$ cat src/rtl/cnv_ss_pkg.sv
`default_nettype none

package cnv_ss_pkg;

  localparam int unsigned CurWidth   = 14;
  localparam int unsigned MvWidth    = 15;
  localparam int unsigned StepWidth  = 10;
  localparam int unsigned TickWidth  = 6;
  localparam int unsigned OpWidth    = 3;
  localparam int unsigned CfgIdxWidth = 3;
  localparam int unsigned CfgDataWidth = 15;
  localparam int unsigned InDataWidth  = 16;
  localparam int unsigned OutDataWidth = 56;

  localparam logic [CurWidth-1:0]  TripResetMa   = 14'd800;
  localparam logic [MvWidth-1:0]   VoutMaxResetMv = 15'd22800;
  localparam logic [StepWidth-1:0] PresetStepReset = 10'd100;
  localparam logic [StepWidth-1:0] RampStepReset   = 10'd5;
  localparam logic [TickWidth-1:0] TickDivideReset = 6'd20;

  typedef enum logic [1:0] {
    MODE_STANDBY = 2'd0,
    MODE_RUNNING = 2'd1,
    MODE_FAULT   = 2'd2
  } mode_t;

  typedef enum logic [OpWidth-1:0] {
    OP_CURRENT = 3'd0,
    OP_TICK    = 3'd1,
    OP_MODE    = 3'd2,
    OP_ADD     = 3'd3,
    OP_REDUCE  = 3'd4,
    OP_SET     = 3'd5
  } op_t;

  typedef enum logic [CfgIdxWidth-1:0] {
    REG_TRIP_CURRENT = 3'd0,
    REG_VOUT_MAX     = 3'd1,
    REG_PRESET_STEP  = 3'd2,
    REG_RAMP_STEP    = 3'd3,
    REG_TICK_DIVIDE  = 3'd4
  } reg_idx_t;

endpackage

`default_nettype wire

$ cat src/rtl/converter_supervisor_soft_start_core.sv
`default_nettype none

// Soft-start supervisor for a step-down converter with an overcurrent latch.
// Each input transaction carries one event (current sample, PWM tick, mode
// click, add held, reduce held, set click) and yields exactly one result
// transaction carrying the mode, the preset, the committed reference, the
// soft-start ramp and three flags: output_enable, control_strobe (this tick
// is a control update while running) and clear_controller (the mode has just
// changed, so the external regulator must drop its state and duty). An event
// is captured in an input register, evaluated against the supervisor state
// by compares and adds only, and the result lands in an output register
// while the state registers update. The block takes one event per clock
// cycle; an event passes from the input register to the output register,
// and a stalled output holds the pipeline. Configuration writes take effect
// at once and are meant to be made only while the block is idle; indexes
// beyond the last register are accepted and ignored.
module converter_supervisor_soft_start_core
  import cnv_ss_pkg::*;
(
  input  wire logic                    clk,
  input  wire logic                    rst,
  // event input
  input  wire logic                    s_tvalid,
  output logic                         s_tready,
  input  wire logic [InDataWidth-1:0]  s_tdata,  // [13:0] current_ma, [15:14] zero
  input  wire logic [OpWidth-1:0]      s_tuser,  // [2:0] operation
  // result output
  output logic                         m_tvalid,
  input  wire logic                    m_tready,
  output logic [OutDataWidth-1:0]      m_tdata,  // [1:0] mode, [16:2] preset_mv,
                                                 // [31:17] reference_mv, [46:32] ramp_mv,
                                                 // [47] output_enable, [48] control_strobe,
                                                 // [49] clear_controller, [55:50] zero
  // configuration write
  input  wire logic                    cfg_valid,
  output logic                         cfg_ready,
  input  wire logic [CfgIdxWidth-1:0]  cfg_index,
  input  wire logic [CfgDataWidth-1:0] cfg_data
);

  // configuration registers
  logic [CurWidth-1:0]  trip_current_ma;
  logic [MvWidth-1:0]   vout_max_mv;
  logic [StepWidth-1:0] preset_step_mv;
  logic [StepWidth-1:0] ramp_step_mv;
  logic [TickWidth-1:0] tick_divide;

  // supervisor state
  mode_t                mode_reg, mode_next;
  logic [MvWidth-1:0]   preset_reg, preset_next;
  logic [MvWidth-1:0]   reference_reg, reference_next;
  logic [MvWidth-1:0]   ramp_reg, ramp_next;
  logic [TickWidth-1:0] tick_count, tick_count_next;
  logic                 strobe_next, clear_next;

  // input register
  logic                 in_valid;
  logic [OpWidth-1:0]   op_q;
  logic [CurWidth-1:0]  cur_q;

  logic advance;

  // Move the event on whenever the result register is free or being taken.
  assign advance   = !m_tvalid || m_tready;
  assign s_tready  = !in_valid || advance;
  assign cfg_ready = 1'b1;

  always_ff @(posedge clk) begin
    if (rst) begin
      trip_current_ma <= TripResetMa;
      vout_max_mv     <= VoutMaxResetMv;
      preset_step_mv  <= PresetStepReset;
      ramp_step_mv    <= RampStepReset;
      tick_divide     <= TickDivideReset;
    end else if (cfg_valid) begin
      unique case (cfg_index)
        REG_TRIP_CURRENT: trip_current_ma <= cfg_data[CurWidth-1:0];
        REG_VOUT_MAX:     vout_max_mv     <= cfg_data[MvWidth-1:0];
        REG_PRESET_STEP:  preset_step_mv  <= cfg_data[StepWidth-1:0];
        REG_RAMP_STEP:    ramp_step_mv    <= cfg_data[StepWidth-1:0];
        REG_TICK_DIVIDE:  tick_divide     <= cfg_data[TickWidth-1:0];
        default: ;
      endcase
    end
  end

  always_ff @(posedge clk) begin
    if (rst) begin
      in_valid <= 1'b0;
    end else if (s_tready) begin
      in_valid <= s_tvalid;
    end
  end

  always_ff @(posedge clk) begin
    if (s_tvalid && s_tready) begin
      op_q  <= s_tuser;
      cur_q <= s_tdata[CurWidth-1:0];
    end
  end

  // Event evaluation: compares and adds only.
  logic                 running;
  logic [MvWidth:0]     preset_sum;
  logic [MvWidth-1:0]   preset_adj;
  logic [MvWidth-1:0]   preset_step_ext, ramp_step_ext;
  logic [MvWidth:0]     ramp_sum;
  logic [MvWidth-1:0]   ramp_up, ramp_down_raw, ramp_down;
  logic [TickWidth:0]   tick_inc;

  always_comb begin
    running         = (mode_reg == MODE_RUNNING);
    preset_step_ext = {{(MvWidth-StepWidth){1'b0}}, preset_step_mv};
    ramp_step_ext   = {{(MvWidth-StepWidth){1'b0}}, ramp_step_mv};

    preset_sum = {1'b0, preset_reg} + {1'b0, preset_step_ext};

    // Ramp towards the reference, never overshooting it.
    ramp_sum = {1'b0, ramp_reg} + {1'b0, ramp_step_ext};
    ramp_up  = (ramp_sum > {1'b0, reference_reg}) ? reference_reg : ramp_sum[MvWidth-1:0];
    ramp_down_raw = (ramp_reg >= ramp_step_ext) ? (ramp_reg - ramp_step_ext) : '0;
    ramp_down = (ramp_down_raw < reference_reg) ? reference_reg : ramp_down_raw;

    tick_inc = {1'b0, tick_count} + {{TickWidth{1'b0}}, 1'b1};

    mode_next       = mode_reg;
    preset_next     = preset_reg;
    reference_next  = reference_reg;
    ramp_next       = ramp_reg;
    tick_count_next = tick_count;
    strobe_next     = 1'b0;
    clear_next      = 1'b0;
    preset_adj      = preset_reg;

    unique case (op_q)
      OP_CURRENT: begin
        // Latch the fault and drop every setpoint.
        if (running && (cur_q >= trip_current_ma)) begin
          mode_next      = MODE_FAULT;
          preset_next    = '0;
          reference_next = '0;
          ramp_next      = '0;
          clear_next     = 1'b1;
        end
      end
      OP_TICK: begin
        if (tick_inc < {1'b0, tick_divide}) begin
          tick_count_next = tick_inc[TickWidth-1:0];
        end else begin
          tick_count_next = '0;
          if (running) begin
            strobe_next = 1'b1;
            if (ramp_reg < reference_reg) begin
              ramp_next = ramp_up;
            end else if (ramp_reg > reference_reg) begin
              ramp_next = ramp_down;
            end
          end
        end
      end
      OP_MODE: begin
        clear_next = 1'b1;
        mode_next  = MODE_RUNNING;
        ramp_next  = '0;
        if (running) begin
          mode_next = MODE_STANDBY;
        end
        if (running || (mode_reg == MODE_FAULT)) begin
          preset_next    = '0;
          reference_next = '0;
        end
      end
      OP_ADD, OP_REDUCE, OP_SET: begin
        if (running) begin
          if (op_q == OP_ADD) begin
            preset_adj = (preset_sum > {1'b0, vout_max_mv}) ?
                         vout_max_mv : preset_sum[MvWidth-1:0];
          end else if (op_q == OP_REDUCE) begin
            preset_adj = (preset_reg >= preset_step_ext) ? (preset_reg - preset_step_ext) : '0;
            if (preset_adj > vout_max_mv) preset_adj = vout_max_mv;
          end else begin
            if (preset_adj > vout_max_mv) preset_adj = vout_max_mv;
          end
          preset_next = preset_adj;
          if (op_q == OP_SET) begin
            // Commit the (clamped) preset as the new reference.
            reference_next = (preset_reg > vout_max_mv) ? vout_max_mv : preset_reg;
          end else begin
            reference_next = (reference_reg > vout_max_mv) ? vout_max_mv : reference_reg;
          end
        end
      end
      default: ;
    endcase
  end

  // State and result update when the event leaves the input register.
  always_ff @(posedge clk) begin
    if (rst) begin
      mode_reg      <= MODE_STANDBY;
      preset_reg    <= '0;
      reference_reg <= '0;
      ramp_reg      <= '0;
      tick_count    <= '0;
    end else if (in_valid && advance) begin
      mode_reg      <= mode_next;
      preset_reg    <= preset_next;
      reference_reg <= reference_next;
      ramp_reg      <= ramp_next;
      tick_count    <= tick_count_next;
    end
  end

  always_ff @(posedge clk) begin
    if (rst) begin
      m_tvalid <= 1'b0;
    end else if (advance) begin
      m_tvalid <= in_valid;
    end
  end

  always_ff @(posedge clk) begin
    if (in_valid && advance) begin
      m_tdata <= {6'b0, clear_next, strobe_next, (mode_next == MODE_RUNNING),
                  ramp_next, reference_next, preset_next, mode_next};
    end
  end

  // A latched fault always carries zero setpoints.
  assert property (@(posedge clk) disable iff (rst)
    (mode_reg == MODE_FAULT) |-> (preset_reg == '0 && reference_reg == '0 && ramp_reg == '0))
    else $error("fault latched with non-zero setpoint");

  // A control strobe is only issued while running.
  assert property (@(posedge clk) disable iff (rst)
    (m_tvalid && m_tdata[48]) |-> (m_tdata[1:0] == MODE_RUNNING && m_tdata[47]))
    else $error("control strobe outside running");

  // The tick counter wraps before reaching the all-ones code.
  assert property (@(posedge clk) disable iff (rst)
    tick_count != {TickWidth{1'b1}})
    else $error("tick counter out of range");

  // A held event is not lost while the result register is stalled.
  assert property (@(posedge clk) disable iff (rst)
    (in_valid && !advance) |=> (in_valid && $stable(op_q) && $stable(mode_reg)))
    else $error("stalled event dropped or state moved");

endmodule

`default_nettype wire

$ cat config.mk
export PLATFORM = sky130hd
export DESIGN_NAME = converter_supervisor_soft_start_core
export DESIGN_NICKNAME = d
export VERILOG_FILES = /design/src/rtl/cnv_ss_pkg.sv /design/src/rtl/converter_supervisor_soft_start_core.sv
export SDC_FILE = /design/constraint.sdc
export NUM_CORES = 1
export LEC_CHECK = 0
export ABC_AREA = 1
export ABC_CLOCK_PERIOD_IN_PS = 3600
export BUFFER_PORTS_ARGS = -buffer_cell sky130_fd_sc_hd__buf_4
export CELL_PAD_IN_SITES_DETAIL_PLACEMENT = 0
export CELL_PAD_IN_SITES_GLOBAL_PLACEMENT = 1
export CORE_MARGIN = 3
export CORE_UTILIZATION = 40
export CTS_CLUSTER_SIZE = 8
export DETAILED_ROUTE_END_ITERATION = 6
export PLACE_DENSITY_LB_ADDON = 0.1
export RECOVER_POWER = 25
export SLEW_MARGIN = 20
export SYNTH_ARGS = -nofsm -noshare
export SYNTH_HDL_FRONTEND = slang
export SYNTH_SLANG_ARGS = --single-unit
export TNS_END_PERCENT = 1
$ cat constraint.sdc
create_clock -name clk -period 3.6 [get_ports clk]
set_input_delay 0.36 -clock clk [delete_from_list [all_inputs] [get_ports clk]]
set_output_delay 0.36 -clock clk [all_outputs]
set_load 0.02 [all_outputs]
Yosys cells after proc, flatten, opt, wreduce, memory -nomap -nowiden
Cells that the tools add are included.
{"block": "word_totals", "inputBits": 42, "out_inout_bits": 59, "elab_cells": 96, "register_bits": 177}
{"block": "op_classes", "add_sub_neg": 5, "n_reduce_logical": 18, "mux": 32, "order_cmp": 12, "eq_ne": 12, "n_bitwise": 1}
{"op": "$mux W15", "count": 22}
{"op": "$pmux W15 S3", "count": 3}
{"op": "$gt A15 B15 Y1", "count": 4}
{"op": "$add A15 B10 Y16", "count": 2}
{"op": "$gt A16 B15 Y1", "count": 2}
{"op": "$ge A15 B10 Y1", "count": 2}
{"op": "$lt A15 B15 Y1", "count": 2}
{"op": "$sub A15 B10 Y15", "count": 2}
{"op": "$ge A14 B14 Y1", "count": 1}
{"op": "$eq A3 B2 Y1 const B", "count": 4}
{"op": "$reduce_and A2 Y1", "count": 6}
{"op": "$eq A3 B3 Y1 const B", "count": 3}
{"op": "$add A6 B1 Y7 const B", "count": 1}
{"op": "$lt A7 B6 Y1", "count": 1}
{"op": "$eq A3 B1 Y1 const B", "count": 2}
{"op": "$logic_not A3 Y1", "count": 2}
{"op": "$mux W6", "count": 1}
{"op": "$eq A2 B1 Y1 const B", "count": 2}
{"op": "$pmux W2 S2", "count": 1}
{"op": "$logic_and A1 B1 Y1", "count": 3}
{"op": "$logic_or A1 B1 Y1", "count": 3}
{"op": "$mux W1", "count": 3}
{"op": "$reduce_or A3 Y1", "count": 1}
{"op": "$eq A2 B2 Y1 const B", "count": 1}
{"op": "other kinds (5)", "count": 6}

Logic depth before layout (Yosys ltp)
Gate-level depths: netlist of run 1.
{"block": "depth", "word_depth": 9, "ltp_mapped": 32, "ltp_nobuf": 31}

Least setup slack after synthesis of run 1
Ideal clock, no wire load.
{"block": "synth_path", "path_kind": "register to register", "startpoint": "register ramp_reg[2]", "endpoint": "register m_tdata[37] (data pin)", "t_arrival_ns": 3.672, "n_path_buf": 2, "t_required_ns": 3.333, "path_stages_with_launch": 25, "setup_slack_ns": -0.340, "setup_time_ns": 0.267, "synth_period_minus_slack_ns": 3.940, "cell_sequence": "dfxtp_1 ha_1 buf_4 a21oi_1 nand2_1 a21boi_0 o21ai_1 a21oi_1 or2_1 nand2_1 a21oi_1 ha_1 nand2_1 inv_1 nand3_1 a31oi_1 a2111oi_0 nand2_4 buf_6 nand2_1 o21ai_1 nand2_1 nand3_1 o211ai_1 nand3_1"}
{"block": "synth_between", "elab_chain_cells": 9, "word_cells_on_any_way": 15, "classes_between": "add/sub: 2; order compare: 5; mux: 8"}
{"item": "start: declaration", "line": "converter_supervisor_soft_start_core.sv:52", "text": "logic [MvWidth-1:0] ramp_reg, ramp_next;"}
{"item": "start signal: assignment", "line": "converter_supervisor_soft_start_core.sv:209", "text": "ramp_reg <= ramp_next;"}
{"item": "$sub A15 B10 Y15 / $ge A15 B10 Y1 (equally long branches)", "line": "converter_supervisor_soft_start_core.sv:121", "text": "ramp_down_raw = (ramp_reg >= ramp_step_ext) ? (ramp_reg - ramp_step_ext) : '0;"}
{"item": "$mux W15", "line": "converter_supervisor_soft_start_core.sv:121"}
{"item": "$lt A15 B15 Y1", "line": "converter_supervisor_soft_start_core.sv:122", "text": "ramp_down = (ramp_down_raw < reference_reg) ? reference_reg : ramp_down_raw;"}
{"item": "$mux W15", "line": "converter_supervisor_soft_start_core.sv:122"}
{"item": "$mux W15", "line": "converter_supervisor_soft_start_core.sv:155", "text": "end else if (ramp_reg > reference_reg) begin"}
{"item": "$mux W15 (*)", "line": "converter_supervisor_soft_start_core.sv:153", "text": "if (ramp_reg < reference_reg) begin"}
{"item": "$mux W15 (*)", "line": "converter_supervisor_soft_start_core.sv:151", "text": "if (running) begin"}
{"item": "$mux W15 (*)", "line": "converter_supervisor_soft_start_core.sv:147", "text": "if (tick_inc < {1'b0, tick_divide}) begin"}
{"item": "$pmux W15 S3 (*)", "line": "converter_supervisor_soft_start_core.sv:135", "text": "unique case (op_q)"}
{"item": "via ramp_next[5]", "line": "converter_supervisor_soft_start_core.sv:52"}
{"item": "end signal: assignment", "line": "converter_supervisor_soft_start_core.sv:224", "text": "m_tdata <= {6'b0, clear_next, strobe_next, (mode_next == MODE_RUNNING),"}
{"item": "end: declaration", "line": "converter_supervisor_soft_start_core.sv:30", "text": "output logic [OutDataWidth-1:0] m_tdata,"}
The timed path passes the listed nets; every way through them passes the cells marked *.
A chain may end at the register's enable or synchronous reset.

Worst setup path after layout of run 1
{"block": "layout_path", "startpoint": "register preset_reg[0]", "endpoint": "register m_tdata[13] (data pin)"}
{"block": "layout_between", "elab_chain_cells": 8, "word_cells_on_any_way": 14, "classes_between": "add/sub: 2; order compare: 4; mux: 8"}
{"item": "start: declaration", "line": "converter_supervisor_soft_start_core.sv:50", "text": "logic [MvWidth-1:0] preset_reg, preset_next;"}
{"item": "start signal: assignment", "line": "converter_supervisor_soft_start_core.sv:207", "text": "preset_reg <= preset_next;"}
{"item": "$sub A15 B10 Y15 / $ge A15 B10 Y1 (equally long branches)", "line": "converter_supervisor_soft_start_core.sv:179", "text": "preset_adj = (preset_reg >= preset_step_ext) ? (preset_reg - preset_step_ext) : '0;"}
{"item": "$mux W15", "line": "converter_supervisor_soft_start_core.sv:179"}
{"item": "$gt A15 B15 Y1", "line": "converter_supervisor_soft_start_core.sv:180", "text": "if (preset_adj > vout_max_mv) preset_adj = vout_max_mv;"}
{"item": "$mux W15", "line": "converter_supervisor_soft_start_core.sv:180"}
{"item": "$mux W15", "line": "converter_supervisor_soft_start_core.sv:178", "text": "end else if (op_q == OP_REDUCE) begin"}
{"item": "$mux W15 (*)", "line": "converter_supervisor_soft_start_core.sv:175", "text": "if (op_q == OP_ADD) begin"}
{"item": "$mux W15 (*)", "line": "converter_supervisor_soft_start_core.sv:174", "text": "if (running) begin"}
{"item": "$pmux W15 S3 (*)", "line": "converter_supervisor_soft_start_core.sv:135"}
{"item": "via preset_next[11]", "line": "converter_supervisor_soft_start_core.sv:50"}
Marks and branches as above.

==> impl_metrics.yaml, run 1 <==
pwr:
  vdd_ir_drop_max_uv: 358.8
  power_switching_mw: 3.036
  p_comb_frac: 0.435
  power.leakage_nw: 9.202
  p_int_mw: 4.497
  seqPwrFrac: 0.304
  clock_power_share: 0.261
  switching_share: 0.4030
  power-per-cell-area_nw_per_um2: 394.9
floorplan:
  start_util: 0.4079
  die_height_um: 199.7
  fp.dieArea_um2: 39870
  core-area_um2: 36790
  die_x_um: 199.7
  rows: 70
  pin_count: 101
setup_path:
  cp_data_arrival_time_ns: 4.42
  ff2ff_setup_slack_ns: -0.60
  critical_path.reg2reg.startpoint: "preset_reg[0]"
  critPathSlowestCell: "a2111oi_2"
  cp.required_ns: 3.82
  crit_start: "preset_reg[0]"
  crit_family: "compound AO/OA/AOI/OAI gates"
  reg2reg_to: "m_tdata[13]"
  path_class: "flop to flop"
  cp_common_cell: "nand2_1"
  crit_path_end_kind: "flop"
  critPathCapture: "m_tdata[13]"
  critPathMaxStageDelay_ns: 0.38
  crit_buf_inv: 6
  crit_cells: 29
  reg2reg_depth: 29
  crit_path_start_kind: "flop"
  path_max_fanout: 7
placement:
  place.gp.congestion: 0.9631
  pre_cts_ws_ns: -0.6710
  portBuffers: 91
  dp_hpwl_mm: 43.46
  placed_cell_area_um2: 18130
sta:
  maxSlewHeadroom: 0.06652
  rsz0062_at_grt: "true"
  slew_violations: 0
  hold_violations: 0
  setup_viol_count_final: 60
  finalClockSkew_ns: 0.01625
  worst_pin_slew_ns: 1.400
  fin_crit_sh: 1.167
  fin_ws_ns: -0.6006
  period_needed_ns: 4.201
  fmax_mhz: 238.1
routing:
  postRouteAntennaNets: 0
  routed_wl_mm: 56.37
  avgRoutedWirePerCell_um: 19.19
  drc_errors: 0
  drt_iter0_drc: 1233
  vias: 15850
  drt_pass1_iterations: 5
  viasPerCell: 5.393
clock_network:
  cts.path.max_buffers: 2
  cts.sinks: 177
  htree_levels: 4
  cts-root-buf: "clkbuf_16"
  path_clk_slew_ns: 0.08
  cts_buffers: 17
  clock_latency_ns: 0.47
  cts_tree: "yes"
outcome:
  status: "finished, violations left"
  violations: "setup timing"
yosys:
  ys_seq_area_frac: 0.2809
  async_flop_share: 0
  synth_ff_type: "dfxtp_1"
  synthesis.area_um2: 15000
  avgSynthCellArea_um2: 7.058
  synth.ff_latch_count: 177
  synthCells: 2126
  synth.distinct_cells: 62
  synth_edf_count: 67
  yosys_warnings: 0
layout:
  drive_gt1_frac: 0.2389
  largest_register_ffs: 50
  final_common_cell: "nand2_1"
  syn_to_final_growth_pct: 27.16
  top_register: "m_tdata"
  fin_area_um2: 19080
  antenna_cells: 0
  layout_common_cells: "nand2_1, buf_4, inv_1, a21oi_1, ha_1"
  nNetsFinal: 2667
grt:
  grt_max_degree: 57
  grt_pass1_wl_mm: 85.28
  grt.total_usage: 0.2793
  grt_overflow_total: 0
  grt_pass1_vias: 14740
  antenna_found_initial: 1
worst_hold_path:
  hold_class: "input pin to flop"
flow_run:
  cap_violations: 0
[layer usage]
metal,global-route usage,wire [um]
met2,0.4222,24040
met1,0.4072,27040
met5,0,16
met3,0.05176,3934
met4,0.07780,1334
[what timing repair did]
item	in CTS	in global routing
hold buffers	0	0
resized for setup	36	47
gates cloned	1	1
endpoints found under the setup margin	60	60
pin swaps	10	23
hold endpoints to repair	0	0
setup buffers	3	6
[how the worst min path moves through the flow]
| stage | cells after the start | endpoint | start | slack [ns] |
|---|---|---|---|---|
| after detailed placement | 2 | tick_divide[1] | tick_divide[1] | 0.46 |
| after global routing | 1 | cur_q[7] | s_tdata[7] | 0.07 |
| after floorplan | 2 | tick_divide[1] | tick_divide[1] | 0.44 |
| after global placement | 2 | trip_current_ma[1] | trip_current_ma[1] | 0.45 |
| after CTS | 1 | op_q[0] | s_tuser[0] | 0.05 |
| final | 1 | cur_q[8] | s_tdata[8] | 0.09 |
[cells by family after synthesis]
| group | after synthesis | share of synthesized area |
|---|---|---|
| and+or+nand+nor | 825 | 0.2388 |
| AOI/OAI and AO/OA | 537 | 0.2093 |
| buffers and inverters | 379 | 0.1062 |
| DFF | 177 | 0.2809 |
| adders and majority gates | 168 | 0.1421 |
| xor gates and xnor gates | 38 | 0.02218 |
| other | 2 | 0.0005005 |
[cell usage after synthesis (all sizes together) (3+ instances only)]
cell    instances  area, um2
a211oi          6      45.04
a21boi          3      22.52
a21oi         240       1269
a221oi         32      280.3
a31oi           6      37.54
buf            44      326.6
clkbuf         62      232.7
clkinv          5      18.77
dfxtp         110       2202
edfxtp         67       2012
fa              4      80.08
ha            164       2052
inv           268       1016
nand2         489       1921
nand3         131      700.7
nand4          25      168.9
nor2          137      536.8
nor3           27      151.4
nor4            6      37.54
o211ai         55      437.9
o21a            6      45.04
o21ai         172      864.6
o21bai          4      30.03
o31ai           4      35.03
or2             3      18.78
xor2           37      324.1
[through the flow]
stage               hold WS, ns    util  TNS [ns]  power (mW)  std cells
floorplan                0.4353       -    -2.761       4.155       2131
global placement         0.4522  0.4928    -27.00       5.335       2895
detailed placement       0.4555  0.4928    -29.04       5.371       2895
CTS                     0.04832  0.5135    -21.41       7.444       2931
global route            0.07338  0.5187    -45.16       7.987       2938
finish                  0.09192  0.5187    -26.85       7.534       2938
[cell type report]
type,count,area (um2)
flip-flops and latches,177,4217
repair buffers,411,3108
clock inverters,14,167.7
clock buffers,18,429.2
multi-input cells,1577,9533
fillers,3722,17710
well taps,468,585.6
inverters,273,1040
[power groups by stage]
| stage | clock network (mW) | registers [mW] | logic (mW) |
|---|---|---|---|
| after CTS | 1.99 | 2.29 | 3.16 |
| after floorplan | 0 | 2.36 | 1.79 |
| after global placement | 0 | 2.33 | 3.00 |
| after global routing | 2.06 | 2.30 | 3.62 |
| after detailed placement | 0 | 2.33 | 3.04 |
| final | 1.96 | 2.29 | 3.28 |
No activity file was read; power rests on OpenSTA's default activity.
==> inputs of run 2 (changes only) <==
CAP_MARGIN = 40   (was default)
SKIP_LAST_GASP = 1   (was default)
TNS_END_PERCENT = default   (was 1)
==> impl_metrics.yaml, run 2 (synthesized netlist as in run 1, its figures left out) <==
sta:
  finalClockSkew_ns: 0.01376
  rsz0062_at_grt: "true"
  finalSetupTns_ns: -17.89
  fmax_mhz: 248.6
  setup_viol_count_final: 60
  fin_ws_ns: -0.4222
  hold_violations: 0
  worst_pin_slew_ns: 1.845
  slew_violations: 50
  fin_crit_sh: 1.117
  maxSlewHeadroom: -0.2368
  hold_ws_ns: 0.08751
  period_needed_ns: 4.022
pwr:
  vdd_ir_drop_max_uv: 356.1
  p_comb_frac: 0.480
  p_int_mw: 4.945
  seqPwrFrac: 0.277
  switching_share: 0.4026
  clock_power_share: 0.243
  power-per-cell-area_nw_per_um2: 401.7
  power.leakage_nw: 9.648
  p_total_mw: 8.279
  power_switching_mw: 3.333
layout:
  fillers: 3542
  largest_register_ffs: 50
  nNetsFinal: 2722
  drive_gt1_frac: 0.3160
  layout_common_cells: "nand2_1, buf_4, inv_1, a21oi_1, ha_1"
  final_common_cell: "nand2_1"
  instances_no_fill: 2994
  top_register: "m_tdata"
  fin_area_um2: 20610
  syn_to_final_growth_pct: 37.35
routing:
  drc_errors: 0
  postRouteAntennaNets: 0
  viasPerCell: 5.398
  routed_wl_mm: 58.43
  vias: 16160
  drt_pass1_iterations: 5
  drt_iter0_drc: 1119
  avgRoutedWirePerCell_um: 19.52
floorplan:
  die_x_um: 199.7
  pin_count: 101
  core-area_um2: 36790
  start_util: 0.4079
  fp.dieArea_um2: 39870
  die_height_um: 199.7
  rows: 70
grt:
  grt_max_degree: 61
  grt_pass1_wl_mm: 88.70
  grt.total_usage: 0.2907
  grt_pass1_vias: 15190
  antenna_found_initial: 1
  grt_overflow_total: 0
placement:
  place.gp.congestion: 0.9303
  portBuffers: 91
  placed_cell_area_um2: 18350
  placed_cells: 2908
  dp_hpwl_mm: 43.98
setup_path:
  crit_path_start_kind: "flop"
  reg2reg_depth: 34
  critPathSlowestCell: "dfxtp_4"
  crit_cells: 34
  path_max_fanout: 6
  cp_data_arrival_time_ns: 4.25
  cp_common_cell: "nand2_1"
  critPathMaxStageDelay_ns: 0.37
  crit_path_end_kind: "flop"
  cp.required_ns: 3.83
  crit_buf_inv: 9
  path_class: "flop to flop"
  crit_family: "simple AND/OR/NAND/NOR gates"
clock_network:
  htree_levels: 4
  cts.sinks: 177
  cts_buffers: 17
  cts_tree: "yes"
  cts.path.max_buffers: 2
  cts-root-buf: "clkbuf_16"
  clock_latency_ns: 0.47
  path_clk_slew_ns: 0.08
worst_hold_path:
  holdPathStages: 1
  hold_class: "input pin to flop"
outcome:
  status: "finished, violations left"
  violations: "capacitance limit, slew limit, setup timing"
flow_run:
  cap_violations: 1
==> run 2: changes by cell type in the layout (fill, tap and decap cells not counted), sizes merged <==
cell,before,now
buf,384,417
nand2,491,490
diode,0,1
inv,275,274
clkbuf,45,68
clkinvlp,0,1
==> run 2: worst paths after layout <==
kind / slack (ns) / start / endpoint
worst max-delay path: -0.42 / preset_reg[0] / m_tdata[12]
worst min-delay path: 0.09 / s_tdata[12] / cur_q[12]
worst max register to register: -0.42 / preset_reg[0] / m_tdata[12]
worst min register to register: 0.47 / trip_current_ma[7] / trip_current_ma[7]
==> run 2: what timing repair did <==
action	4_1_cts	5_1_grt
setup endpoints to repair	60	60
hold buffers	0	0
setup buffers	37	18
gates resized for setup	240	83
pin swaps	97	82
gates cloned	2	0
==> run 2: per-stage QoR <==
step	util	worst slack (ns)
2_1_floorplan	-	-0.02639
3_3_place_gp	0.4989	-0.5399
3_5_place_dp	0.4989	-0.6276
4_1_cts	0.5509	-0.3083
5_1_grt	0.5602	-0.7324
6_report	0.5602	-0.4222
==> run 2: per-layer routing <==
metal	vias to the layer above	share of wire	global-route usage
met5	-	0.00015	0
met4	2	0.021	0.07470
met3	74	0.065	0.05345
met2	468	0.43	0.4346
met1	7638	0.49	0.4307
li1	7980	-	-
==> run 2: layout make-up <==
type | instances | area (um2) | share of cell area
antenna | 1 | 2.502 | 0.0001214
clock buffer | 19 | 464.2 | 0.02252
clock inverter | 13 | 161.4 | 0.007832
inverter | 273 | 1064 | 0.05161
multi-input combinational | 1576 | 10500 | 0.5093
sequential | 177 | 4239 | 0.2057
tap | 468 | 585.6 | 0.02841
timing repair buffer | 466 | 3585 | 0.1739
timing repair inverter | 1 | 11.26 | 0.0005464
==> run 2: power by group through the flow <==
stage / sequential [mW] / combinational (mW) / clock [mW]
final: 2.29 / 3.97 / 2.01
after global routing: 2.31 / 4.31 / 2.12
after floorplan: 2.37 / 1.81 / 0
after global placement: 2.33 / 3.10 / 0
after CTS: 2.29 / 3.73 / 2.05
after detailed placement: 2.33 / 3.13 / 0
